==> config.mk <==
export PLATFORM = sky130hd
export DESIGN_NAME = lru_register_slot_allocator_unit
export DESIGN_NICKNAME = d
export VERILOG_FILES = /design/src/hw/rtl/lrusa_pkg.sv /design/src/hw/rtl/lrusa_ram.sv /design/src/hw/rtl/lru_register_slot_allocator_unit.sv
export VERILOG_INCLUDE_DIRS = /design/src /design/src/hw/rtl
export SDC_FILE = /design/constraint.sdc
export NUM_CORES = 2
export LEC_CHECK = 0
export BUFFER_PORTS_ARGS = -buffer_cell sky130_fd_sc_hd__buf_2
export CAP_MARGIN = 40
export CORE_MARGIN = 10
export CORE_UTILIZATION = 48
export DETAILED_ROUTE_END_ITERATION = 12
export GPL_TIMING_DRIVEN = 0
export PLACE_DENSITY_LB_ADDON = 0.2
export SYNTH_ARGS = -nofsm -noshare
export SYNTH_HDL_FRONTEND = slang
export SYNTH_HIERARCHICAL = 1
export SYNTH_SLANG_ARGS = --single-unit
==> constraint.sdc <==
create_clock -name i_clk -period 36.6 [get_ports i_clk]
set_clock_uncertainty 0.05 [all_clocks]
set_input_delay 5.49 -clock i_clk [delete_from_list [all_inputs] [get_ports i_clk]]
set_output_delay 5.49 -clock i_clk [all_outputs]
set_load 0.005 [all_outputs]
==> src/hw/rtl/assert_macros.svh <==
// Assertion helper macros for the RTL.
`ifndef ASSERT_MACROS_SVH
`define ASSERT_MACROS_SVH
// Implication checked at every clock edge outside reset.
`define ASSERT_IMPL(label, clk, rst_n, ante, cons) \
    label: assert property (@(posedge clk) disable iff (!rst_n) (ante) |-> (cons)) \
        else $error("assertion failed");
// Next-cycle implication checked outside reset.
`define ASSERT_NEXT(label, clk, rst_n, ante, cons) \
    label: assert property (@(posedge clk) disable iff (!rst_n) (ante) |=> (cons)) \
        else $error("assertion failed");
`endif

==> src/hw/rtl/lrusa_pkg.sv <==
// -----------------------------------------------------------------------------
// LRU slot allocator package
// Shared constants and codes for the slot allocator.
// -----------------------------------------------------------------------------
package lrusa_pkg;
    localparam int NUM_SLOTS_DEF   = 8;
    localparam int SPILL_DEPTH_DEF = 64;
    localparam int KEY_BITS_DEF    = 16;
    localparam int SLOT_W          = 3;
    localparam int OUT_KEY_W       = 16;
    localparam int AGE_W           = 8;

    localparam logic       CMD_ALLOC   = 1'b0;
    localparam logic       CMD_FREE    = 1'b1;
    localparam logic [1:0] OUT_HIT     = 2'd0;
    localparam logic [1:0] OUT_RELOAD  = 2'd1;
    localparam logic [1:0] OUT_PLACED  = 2'd2;
    localparam logic [1:0] OUT_FREED   = 2'd3;
    localparam logic [1:0] ERR_NONE    = 2'd0;
    localparam logic [1:0] ERR_UNKNOWN = 2'd1;
    localparam logic [1:0] ERR_FULL    = 2'd2;
endpackage

==> src/hw/rtl/lrusa_ram.sv <==
// -----------------------------------------------------------------------------
// Generic RAM
// Single write port, one registered read port.
// -----------------------------------------------------------------------------
module lrusa_ram #(
    parameter int WIDTH = 8,
    parameter int DEPTH = 64
) (
    input  logic                     i_clk,
    input  logic                     i_we,
    input  logic [$clog2(DEPTH)-1:0] i_waddr,
    input  logic [WIDTH-1:0]         i_wdata,
    input  logic [$clog2(DEPTH)-1:0] i_raddr,
    output logic [WIDTH-1:0]         o_rdata
);
    logic [WIDTH-1:0] r_mem [DEPTH];
    always_ff @(posedge i_clk) begin
        if (i_we) begin
            r_mem[i_waddr] <= i_wdata;
        end
        o_rdata <= r_mem[i_raddr];
    end
endmodule

==> src/hw/rtl/lru_register_slot_allocator_unit.sv <==
// -----------------------------------------------------------------------------
// LRU register slot allocator
// Fully associative slot set with an age-based victim and a spill memory.
// -----------------------------------------------------------------------------
// One transfer in at a time. A hit or a free of a slot-resident key is settled
// by the slot check alone; anything that must look in the spill store goes
// through a sequential scan of the spill memory through its single read port,
// which also finds the lowest free spill entry in the same pass. The result
// waits in an output register. Spill valid bits are flip-flops cleared at
// reset, so no clearing pass is needed.
`include "assert_macros.svh"
module lru_register_slot_allocator_unit #(
    parameter int NUM_SLOTS   = lrusa_pkg::NUM_SLOTS_DEF,
    parameter int SPILL_DEPTH = lrusa_pkg::SPILL_DEPTH_DEF,
    parameter int KEY_BITS    = lrusa_pkg::KEY_BITS_DEF
) (
    input  logic        i_clk,
    input  logic        i_rst_n,
    input  logic        s_axis_tvalid,
    output logic        s_axis_tready,
    input  logic [15:0] s_axis_tdata,  // var_key[15:0]
    input  logic        s_axis_tuser,  // command
    output logic        m_axis_tvalid,
    input  logic        m_axis_tready,
    output logic [23:0] m_axis_tdata   // slot[2:0], outcome[4:3], spilled[5],
                                       // spilled_key[21:6], error[23:22]
);
    localparam int SW  = (NUM_SLOTS > 1) ? $clog2(NUM_SLOTS) : 1;
    localparam int EW  = $clog2(SPILL_DEPTH);
    localparam int CW  = EW + 1;
    localparam int ENW = KEY_BITS + SW;
    localparam logic [lrusa_pkg::AGE_W-1:0] AGE_STEP = {{(lrusa_pkg::AGE_W-1){1'b0}}, 1'b1};

    localparam logic [2:0] ST_IDLE = 3'd0;
    localparam logic [2:0] ST_SCAN = 3'd1;
    localparam logic [2:0] ST_LAST = 3'd2;
    localparam logic [2:0] ST_DONE = 3'd3;
    localparam logic [2:0] ST_OUT  = 3'd4;

    logic [2:0]          r_state;
    logic                r_cmd;
    logic [KEY_BITS-1:0] r_key;
    logic [NUM_SLOTS-1:0] r_sv;
    logic [KEY_BITS-1:0] r_sk [NUM_SLOTS];
    logic [lrusa_pkg::AGE_W-1:0] r_sa [NUM_SLOTS];
    logic [SPILL_DEPTH-1:0] r_pv;
    logic                r_pv_rd;
    logic [CW-1:0]       r_cnt;
    logic                r_hit_f, r_free_f;
    logic [EW-1:0]       r_hit_e, r_free_e;
    logic [SW-1:0]       r_old;
    logic                r_ovalid;
    logic [23:0]         r_odata;

    logic [ENW-1:0] w_rdata;
    logic           w_we;
    logic [EW-1:0]  w_waddr;
    logic [ENW-1:0] w_wdata;

    lrusa_ram #(.WIDTH(ENW), .DEPTH(SPILL_DEPTH)) u_spill (
        .i_clk(i_clk), .i_we(w_we), .i_waddr(w_waddr), .i_wdata(w_wdata),
        .i_raddr(r_cnt[EW-1:0]), .o_rdata(w_rdata)
    );

    // The spill valid bit is read at the memory address, so it lines up with w_rdata.
    always_ff @(posedge i_clk) begin
        r_pv_rd <= r_pv[r_cnt[EW-1:0]];
    end

    // Slot lookup and victim choice over the small register set.
    logic          w_shit;
    logic [SW-1:0] w_sidx, w_vict;
    logic          w_vempty;
    logic [lrusa_pkg::AGE_W-1:0] w_best;
    always_comb begin
        w_shit = 1'b0; w_sidx = '0;
        for (int i = NUM_SLOTS - 1; i >= 0; i--) begin
            if (r_sv[i] && r_sk[i] == r_key) begin
                w_shit = 1'b1; w_sidx = SW'(i);
            end
        end
        w_vempty = 1'b0; w_vict = '0; w_best = '0;
        for (int i = 0; i < NUM_SLOTS; i++) begin
            if (!w_vempty) begin
                if (!r_sv[i]) begin
                    w_vempty = 1'b1; w_vict = SW'(i);
                end else if (i == 0 || r_sa[i] > w_best) begin
                    w_best = r_sa[i]; w_vict = SW'(i);
                end
            end
        end
    end

    // Scan compare of the previous read address.
    logic [EW-1:0] w_pidx;
    logic          w_match;
    assign w_pidx  = EW'(r_cnt - CW'(1));
    assign w_match = r_pv_rd && w_rdata[KEY_BITS-1:0] == r_key;

    // Final decision in ST_DONE.
    logic [SW-1:0]  w_dslot;
    logic           w_dspill;
    logic [1:0]     w_dout;
    logic           w_old_ok;
    always_comb begin
        w_old_ok = r_hit_f && (NUM_SLOTS == (1 << SW) || 32'(r_old) < NUM_SLOTS)
                   && !r_sv[r_old];
        w_dslot  = w_old_ok ? r_old : w_vict;
        w_dspill = r_sv[w_dslot];
        w_dout   = r_hit_f ? lrusa_pkg::OUT_RELOAD : lrusa_pkg::OUT_PLACED;
    end

    logic w_push_ok;
    logic [EW-1:0] w_push_e;
    always_comb begin
        // A reload frees its entry first, which is then the lowest free one.
        w_push_ok = r_free_f || r_hit_f;
        w_push_e  = (r_hit_f && (!r_free_f || r_hit_e < r_free_e)) ? r_hit_e : r_free_e;
    end

    assign w_we    = (r_state == ST_DONE) && !r_cmd && w_dspill && w_push_ok;
    assign w_waddr = w_push_e;
    assign w_wdata = {w_dslot, r_sk[w_dslot]};

    assign s_axis_tready = (r_state == ST_IDLE) && !r_ovalid;
    assign m_axis_tvalid = r_ovalid;
    assign m_axis_tdata  = r_odata;

    function automatic logic [23:0] pack(logic [SW-1:0] s, logic [1:0] o, logic sp,
                                         logic [KEY_BITS-1:0] k, logic [1:0] e);
        logic [23:0] v;
        v = '0;
        v[2:0]   = 3'(s);
        v[4:3]   = o;
        v[5]     = sp;
        v[21:6]  = 16'(k);
        v[23:22] = e;
        return v;
    endfunction

    always_ff @(posedge i_clk) begin
        if (!i_rst_n) begin
            r_state <= ST_IDLE; r_sv <= '0; r_pv <= '0; r_ovalid <= 1'b0; r_cnt <= '0;
            for (int i = 0; i < NUM_SLOTS; i++) begin
                r_sk[i] <= '0; r_sa[i] <= '0;
            end
        end else begin
            if (r_ovalid && m_axis_tready) r_ovalid <= 1'b0;
            unique case (r_state)
                ST_IDLE: begin
                    if (s_axis_tvalid && s_axis_tready) begin
                        r_cmd <= s_axis_tuser;
                        r_key <= KEY_BITS'(s_axis_tdata);
                        r_state <= ST_OUT;
                        r_cnt <= '0;
                    end
                end
                ST_OUT: begin
                    // Slot check; go to the spill scan on a miss.
                    r_hit_f <= 1'b0; r_free_f <= 1'b0;
                    if (w_shit) begin
                        r_ovalid <= 1'b1; r_state <= ST_IDLE;
                        if (r_cmd == lrusa_pkg::CMD_FREE) begin
                            r_sv[w_sidx] <= 1'b0;
                            r_odata <= pack(w_sidx, lrusa_pkg::OUT_FREED, 1'b0, '0,
                                            lrusa_pkg::ERR_NONE);
                        end else begin
                            for (int i = 0; i < NUM_SLOTS; i++)
                                if (SW'(i) == w_sidx) r_sa[i] <= '0;
                                else if (r_sa[i] != '1) r_sa[i] <= r_sa[i] + AGE_STEP;
                            r_odata <= pack(w_sidx, lrusa_pkg::OUT_HIT, 1'b0, '0,
                                            lrusa_pkg::ERR_NONE);
                        end
                    end else begin
                        r_cnt <= CW'(1); r_state <= ST_SCAN;
                    end
                end
                ST_SCAN, ST_LAST: begin
                    // The last entry is compared in ST_SCAN; ST_LAST only lets the flags settle.
                    if (r_state == ST_SCAN) begin
                        if (w_match && !r_hit_f) begin
                            r_hit_f <= 1'b1; r_hit_e <= w_pidx;
                            r_old <= w_rdata[ENW-1:KEY_BITS];
                        end
                        if (!r_pv_rd && !r_free_f) begin
                            r_free_f <= 1'b1; r_free_e <= w_pidx;
                        end
                    end
                    if (r_state == ST_LAST) r_state <= ST_DONE;
                    else begin
                        if (r_cnt == CW'(SPILL_DEPTH)) r_state <= ST_LAST;
                        else r_cnt <= r_cnt + CW'(1);
                    end
                    if (r_cnt == CW'(SPILL_DEPTH)) r_cnt <= '0;
                end
                ST_DONE: begin
                    r_ovalid <= 1'b1; r_state <= ST_IDLE;
                    if (r_cmd == lrusa_pkg::CMD_FREE) begin
                        if (r_hit_f) r_pv[r_hit_e] <= 1'b0;
                        r_odata <= pack('0, lrusa_pkg::OUT_FREED, 1'b0, '0,
                                        r_hit_f ? lrusa_pkg::ERR_NONE : lrusa_pkg::ERR_UNKNOWN);
                    end else begin
                        // When the victim reuses the reloaded entry, the entry stays valid.
                        if (r_hit_f && !(w_we && w_push_e == r_hit_e)) r_pv[r_hit_e] <= 1'b0;
                        if (w_we) r_pv[w_push_e] <= 1'b1;
                        r_sv[w_dslot] <= 1'b1;
                        r_sk[w_dslot] <= r_key;
                        for (int i = 0; i < NUM_SLOTS; i++)
                            if (SW'(i) == w_dslot) r_sa[i] <= '0;
                            else if (r_sa[i] != '1) r_sa[i] <= r_sa[i] + AGE_STEP;
                        r_odata <= pack(w_dslot, w_dout, w_dspill,
                                        w_dspill ? r_sk[w_dslot] : '0,
                                        (w_dspill && !w_push_ok) ? lrusa_pkg::ERR_FULL
                                                                 : lrusa_pkg::ERR_NONE);
                    end
                end
                default: r_state <= ST_IDLE;
            endcase
        end
    end

    `ASSERT_IMPL(a_busy_not_ready, i_clk, i_rst_n, r_state != ST_IDLE, !s_axis_tready)
    `ASSERT_NEXT(a_accept_busy, i_clk, i_rst_n, s_axis_tvalid && s_axis_tready, r_state == ST_OUT)
    `ASSERT_IMPL(a_push_needs_victim, i_clk, i_rst_n, w_we, !r_cmd && r_sv[w_dslot])
endmodule
Yosys cells after proc, flatten, opt, wreduce, memory -nomap -nowiden
Memory sizes are Yosys's and may differ from the RTL's. A register that Yosys moved wholly into a read port is not among the register bits. Cells that the tools add are included.

Bits in latches: 0. Output and inout port bits: 26. ROM bits: 0. Word-level logic and storage cells: 534. Bits in registers: 142. Memories kept: 3. Bits in writable memories: 1408. Input bits: 21.

Divide/modulo/power cells: 0. Mux-type cells: 349. Reductions and logical operators: 54. Bitwise gates (word level): 38. Add/subtract/negate cells: 10. Shifts and indexed selects: 0. Equality and inequality tests: 48. Order comparisons: 18. Multiply operators: 0.

Memories: u_spill.r_mem (words 64, bits a word 19, rd ports 1, clocked after memory_dff 1, write ports 1, line lrusa_ram.sv:16) `logic [WIDTH-1:0] r_mem [DEPTH];`; r_sk (words 8, bits a word 16, rd ports 9, clocked after memory_dff 0, write ports 8, line lru_register_slot_allocator_unit.sv:44) `logic [KEY_BITS-1:0] r_sk [NUM_SLOTS];`; r_sa (words 8, bits a word 8, rd ports 8, clocked after memory_dff 0, write ports 8, line lru_register_slot_allocator_unit.sv:45) `logic [lrusa_pkg::AGE_W-1:0] r_sa [NUM_SLOTS];`.

Operators by type and width (number): 64-bit 2-to-1 mux (7); 8-bit 2-to-1 mux (54); 1-bit 2-to-1 mux (231); 16-bit equality test (9); 3-bit 2-to-1 mux (31); 8-bit by 1-bit adder with 8-bit output, second input constant (8); 64-bit bitwise AND (1); 8-bit inequality test, second input constant (8); 64-bit inverter (1); 64-bit bitwise OR (1); 8-bit greater-than comparator (7); 24-bit 2-to-1 mux (2); 24-bit one-hot mux with 2 select lines (1); 16-bit 2-to-1 mux (2); 1-bit bitwise OR (32); 7-bit 2-to-1 mux (4); 1-bit logical AND (26); 3-bit equality test, first input constant (8); 4-bit AND reduction (6); 6-bit by 7-bit < comparator with 1-bit output, second input constant (3); 7-bit one-hot mux with 3 select lines (1); 8-bit one-hot mux with 2 select lines (1); 16-bit OR reduction (1); 2-bit inequality test, second input constant (7); 35 further kinds (65).

Depth between registers and ports, before layout
An unclocked memory read counts as a cell.

Word-level depth: 45. Gate-level depth with buffers: 86. Mapped depth without buffers: 78.

Modules after synthesis
Netlist, hierarchy kept.

By module, submodules not included: lrusa_ram (area each 47107.7 µm², times used 1, sequential area each 36895.4 µm², cells each 2159); lru_register_slot_allocator_unit (area each 21241.6 µm², times used 1, sequential area each 9188.8 µm², cells each 2208).

Worst setup path after synthesis
No wires, ideal clock.

Kind: reg2reg. Start: register r_sv[0]. End: memory r_sk[2][0] (netlist bit), enable pin. Cell stages (with the launch flop): 76. Clock period less this slack: 16.432 ns. Setup slack: 20.168 ns. Library setup time: 0.414 ns. Data required time: 36.136 ns. Data arrival time: 15.968 ns. Buffers on the path: 7. Cells stage by stage: dfxtp_1 buf_2 clkbuf_1 clkbuf_1 nand2_1 ha_1 nand4_1 or2_0 and3_4 nor2_4 buf_4 mux2_2 nand2_1 ha_1 a21oi_1 nor2_1 nor3_1 a32oi_1 (+40 left out) nor2_1 mux2_2 ha_1 nor2b_1 o21a_1 o21a_1 o21a_1 o21bai_1 a22o_1 a21oi_1 nor2_1 nand2b_1 o31a_1 a31oi_2 inv_2 buf_1 buf_1 o31ai_1.

RTL lines: start, declared (line lru_register_slot_allocator_unit.sv:43) `logic [NUM_SLOTS-1:0] r_sv;`; start signal, assigned (line lru_register_slot_allocator_unit.sv:143) `r_state <= ST_IDLE; r_sv <= '0; r_pv <= '0; r_ovalid <= 1'b0; r_cnt <= '0;`; start signal, assigned by index (line lru_register_slot_allocator_unit.sv:164) `r_sv[w_sidx] <= 1'b0;`; start signal, assigned by index (line lru_register_slot_allocator_unit.sv:206) `r_sv[w_dslot] <= 1'b1;`; end, declared (line lru_register_slot_allocator_unit.sv:44).

Worst setup path after layout
Start: register r_sv[0]. End: memory u_spill/r_mem[49][7] (netlist bit), enable pin.

Longest elaborated chain between the ends: 36. Elaborated cells on any way between the ends: 66. Classes of those cells: order compare (7); mux (55); reduce/logical (4).

RTL lines: 8-bit 2-to-1 mux (line lru_register_slot_allocator_unit.sv:85) `if (!r_sv[i]) begin`; 8-bit greater-than comparator (line lru_register_slot_allocator_unit.sv:87) `end else if (i == 0 || r_sa[i] > w_best) begin`; 8-bit 2-to-1 mux (line lru_register_slot_allocator_unit.sv:87); 8-bit 2-to-1 mux (line lru_register_slot_allocator_unit.sv:85); 8-bit 2-to-1 mux (line lru_register_slot_allocator_unit.sv:84) `if (!w_vempty) begin`; 8-bit greater-than comparator (line lru_register_slot_allocator_unit.sv:87); 8-bit 2-to-1 mux (line lru_register_slot_allocator_unit.sv:87); 8-bit 2-to-1 mux (line lru_register_slot_allocator_unit.sv:85); (+20 left out); 3-bit 2-to-1 mux (line lru_register_slot_allocator_unit.sv:84); 3-bit 2-to-1 mux (line lru_register_slot_allocator_unit.sv:108) `w_dslot = w_old_ok ? r_old : w_vict;`; 1-bit binary-select mux with 3-bit select (*) (line lru_register_slot_allocator_unit.sv:109) `w_dspill = r_sv[w_dslot];`; 1-bit 2-to-1 mux (not written as such) (*) (line lru_register_slot_allocator_unit.sv:109); 1-bit logical AND (*) (2 in a row) (line lru_register_slot_allocator_unit.sv:121) `assign w_we = (r_state == ST_DONE) && !r_cmd && w_dspill && w_push_ok;`; via w_we (line lru_register_slot_allocator_unit.sv:56) `logic w_we;`; 1-bit 2-to-1 mux (*) (line lrusa_ram.sv:18) `if (i_we) begin`; 1-bit 2-to-1 mux (not written as such) (*) (line lrusa_ram.sv:19) `r_mem[i_waddr] <= i_wdata;`; end, declared (line lrusa_ram.sv:16).

Mark *: on every way through the listed nets, which the timed path passes. The rest lies on a longest branch. The select of a mux whose other input is x is not followed.

==> metrics.csv <==
stage;metric;value;unit
outcome;status;finished, final reports clean;
critical_path;CP max stage cell;nor2_2;
power_and_ir_drop;PwrDens;49.1;mW/mm²
grt;antenna violations before repair;6;
layout;fillers;11300;
drt;wire length per cell;29.2;µm
grt;vias in the first global route;41000;
layout;Non-Filler Instances;6722;
synthesis;most frequent cell after synthesis;edfxtp_1;
synthesis;most frequent cells after synthesis;1,466 x edfxtp_1, 330 x nor2_1, 271 x mux4_2;
synthesis;Synth area leader;edfxtp_1;
layout;Final Core Density;55.4;%
synthesis;synth unique cells;94;
place;placed cells;6421;
die;Die Y;397;µm
drt;drt drc;0;
synthesis;Yosys top cell area share;64.4;%
place;count of input and output buffers;45;
synthesis;syn nets;4452;
drt;DR iter-0 viols;4576;
place;Final HPWL DP;141;mm
layout;layout cells sized above 1;19.3;%
die;Initial Util;48.3;%
drt;via count;41600;
critical_path;WP data arrival;20760;ps
synthesis;Post-Synth Simple-Gate Area;7.47;%
cts;clock buffer depth;3;
grt;GRT overflow;0;
timing;Hold Vio Cnt, Final;0;
critical_path;RR Startpoint;r_sv[0]$_SDFFE_PN0P_;
critical_path;reg2reg path depth;82;
grt;gr busiest metal;met2;
synthesis;Area contributors post-synth;edfxtp_1 64%, mux4_2 8.9%, dfxtp_1 3.0%;
synthesis;EDFF count, synth;1466;
grt;GRT met3 Usage;4.48;%
timing;minimum clock period;20330;ps
cts;TritonCTS Buffers;164;
timing;fmax;49.2;MHz
synthesis;Mean Syn Cell Area;15.7;µm²
cts;# Post-CTS Setup Buffers;0;
layout;Area Overhead vs Synth;14.8;%
cts;CTS sink cnt;1569;
synthesis;Synth Area in Adders;1.20;%
grt;first-pass GRT wire length;285;mm
die;core area;0.142;mm²
die;Rows;138;
grt;met1 Use GR;33.0;%
critical_path;Crit. End Element;flip-flop;
power_and_ir_drop;VDD IR max;0.0000517;V
drt;Routed WL;196;mm
timing;endpoints failing setup;0;
timing;Final Cycle Share;55.5;%
worst_hold_path;Hold Crit Class;flip-flop to flip-flop;
critical_path;WS Path Type;flip-flop to flip-flop;
layout;post-route cell area;0.0785;mm²
critical_path;CP Launch Type;flip-flop;
critical_path;R2R Setup Slk;16270;ps
critical_path;CP Max Fanout;11;
grt;overall routing resource usage;24.5;%
die;die width;397;µm
synthesis;Cell Area, Synth;0.0683;mm²
drt;number of antenna-violating nets in the routed design;0;
cts;CTS tree;yes;
place;GPL Wtd Cong;0.947;
layout;fin nets;4782;
critical_path;Setup crit start;r_sv[0]$_SDFFE_PN0P_;
synthesis;flops & latches, synth;1569;
timing;max-slew violations;0;
cts;Clk Latency, worst-skew pair;820;ps
drt;Vias/cell;6.19;
critical_path;CP required;37030;ps
synthesis;synth warn;6;
synthesis;Synth Instances;4367;
synthesis;mux contribution to synthesized area;12.6;%
place;placed cell area;0.0733;mm²
cts;H-Tree Depth;4;
synthesis;post-synthesis xor/xnor area fraction;2.76;%
synthesis;ys flop type;edfxtp_1;
timing;measured slew at the worst slew-check pin;1030;ps
synthesis;Async SR Flop Fraction;0;%
critical_path;CP peak stage delay;930;ps
synthesis;largest family of logic cells by synthesized area;multiplexers;
grt;largest net degree at the start of global routing;74;
critical_path;end of the critical path;u_spill/r_mem[49][7]$_DFFE_PP_;
cts;CTS resizes;0;
critical_path;Reg2Reg Capture Point;u_spill/r_mem[49][7]$_DFFE_PP_;
synthesis;register area share after synthesis;67.4;%
timing;setup TNS;0;ps
synthesis;Compound-Gate Fraction of Synth Area;6.29;%
grt;met2 usage;39.6;%
timing;RSZ-0062 raised after global routing;no;
die;I/O pins;47;
timing;relative slew slack;30.7;%
cts;CTS clock-pin slew for the worst setup and hold paths;60;ps
cts;Root Buffer;clkbuf_16;
flow_run;MaxCap Viol Count;0;
drt;1st-pass router iterations;6;
power_and_ir_drop;Static Leakage;0.0251;µW
cts;cts-stage hold buffer count;0;
die;die area;0.158;mm²
-- layout make-up --
cell class / instances / area (µm²) / share of cell area [%]
repair buffers: 164 / 2190 / 2.79
clock inverters: 88 / 847 / 1.08
inverters: 90 / 338 / 0.430
flip-flops and latches: 1569 / 46100 / 58.7
plain buffers: 251 / 1230 / 1.57
diodes: 1 / 2.50 / 0.00319
well taps: 1890 / 2360 / 3.01
clock buffers: 212 / 4380 / 5.58
multi-input cells: 2457 / 21000 / 26.8
-- cell usage in the layout, fill, tap and decap left out, drive strengths merged, types with 69 or more instances in the layout --
cell type     n
mux2i       176
nand3       111
dfxtp       103
mux4        271
nor2        331
nand2       214
inv          94
nor4        101
xnor2       119
o21ai       149
xor2         96
clkinv       69
edfxtp     1466
a22oi       101
a21oi        80
clkbuf      348
buf         279
-- registers in the layout, summed over array words and instances, names as in the netlist --
name and flops:
r_sa 64, r_free_e 6, m_axis_tvalid 1, u_spill/r_mem 1216
r_pv_rd 1, r_hit_f 1, r_hit_e 6, r_key 16
m_axis_tdata 24, r_state 3, r_old 3, r_free_f 1
r_sv 8, r_cmd 1, u_spill/o_rdata 19, r_cnt 7
r_pv 64, r_sk 128
-- routing by layer --
layer	share of wire, %	routed length (µm)	vias up
met1	40	79000	21400
met2	48	94200	1950
met5	0.020	40	-
met4	4.0	7830	6
li1	-	-	17900
met3	7.8	15200	386
-- stage by stage --
stage | hold slack (ps) | setup slack, ps | power, µW
floorplan | 336 | 20170 | 2160
global placement | 338 | 14210 | 2240
detailed placement | 339 | 16710 | 2260
CTS | 354 | 16580 | 3870
global route | 359 | 14920 | 3960
finish | 353 | 16270 | 3850
-- cells by family after synthesis --
| family | Yosys count |
|---|---|
| buffers and inverters | 341 |
| XOR/XNOR | 215 |
| flip-flops | 1569 |
| multiplexers | 511 |
| AND/OR/NAND/NOR | 1046 |
| AO/OA/AOI/OAI | 619 |
| adder cells (fa/ha/maj) | 66 |
-- worst min path at each step --
stage	to	slack (ps)	startpoint	cells after the start
6_report	r_old[0]$_DFFE_PP_	350	u_spill/o_rdata[16]$_DFF_P_	0
2_1_floorplan	r_old[0]$_DFFE_PP_	340	u_spill/o_rdata[16]$_DFF_P_	0
3_5_place_dp	r_old[2]$_DFFE_PP_	340	u_spill/o_rdata[18]$_DFF_P_	0
3_3_place_gp	r_old[0]$_DFFE_PP_	340	u_spill/o_rdata[16]$_DFF_P_	0
4_1_cts	r_old[0]$_DFFE_PP_	350	u_spill/o_rdata[16]$_DFF_P_	0
5_1_grt	r_old[2]$_DFFE_PP_	360	u_spill/o_rdata[18]$_DFF_P_	0
-- report_power, final --
part	internal, µW	switching (µW)
sequential	1980	8.91
combinational	83.1	145
clock	926	707
-- critical path, delay by kind of cell, from the launching register on --
family                   cells  cell delay (ps)
adder cells (fa/ha/maj)      7             1840
multiplexers                 6             2180
AND/OR/NAND/NOR             32             8100
buffers and inverters       11             2580
flip-flops                   1              410
AO/OA/AOI/OAI               26             4740
Note: power is estimated with default switching activity, not from simulation.
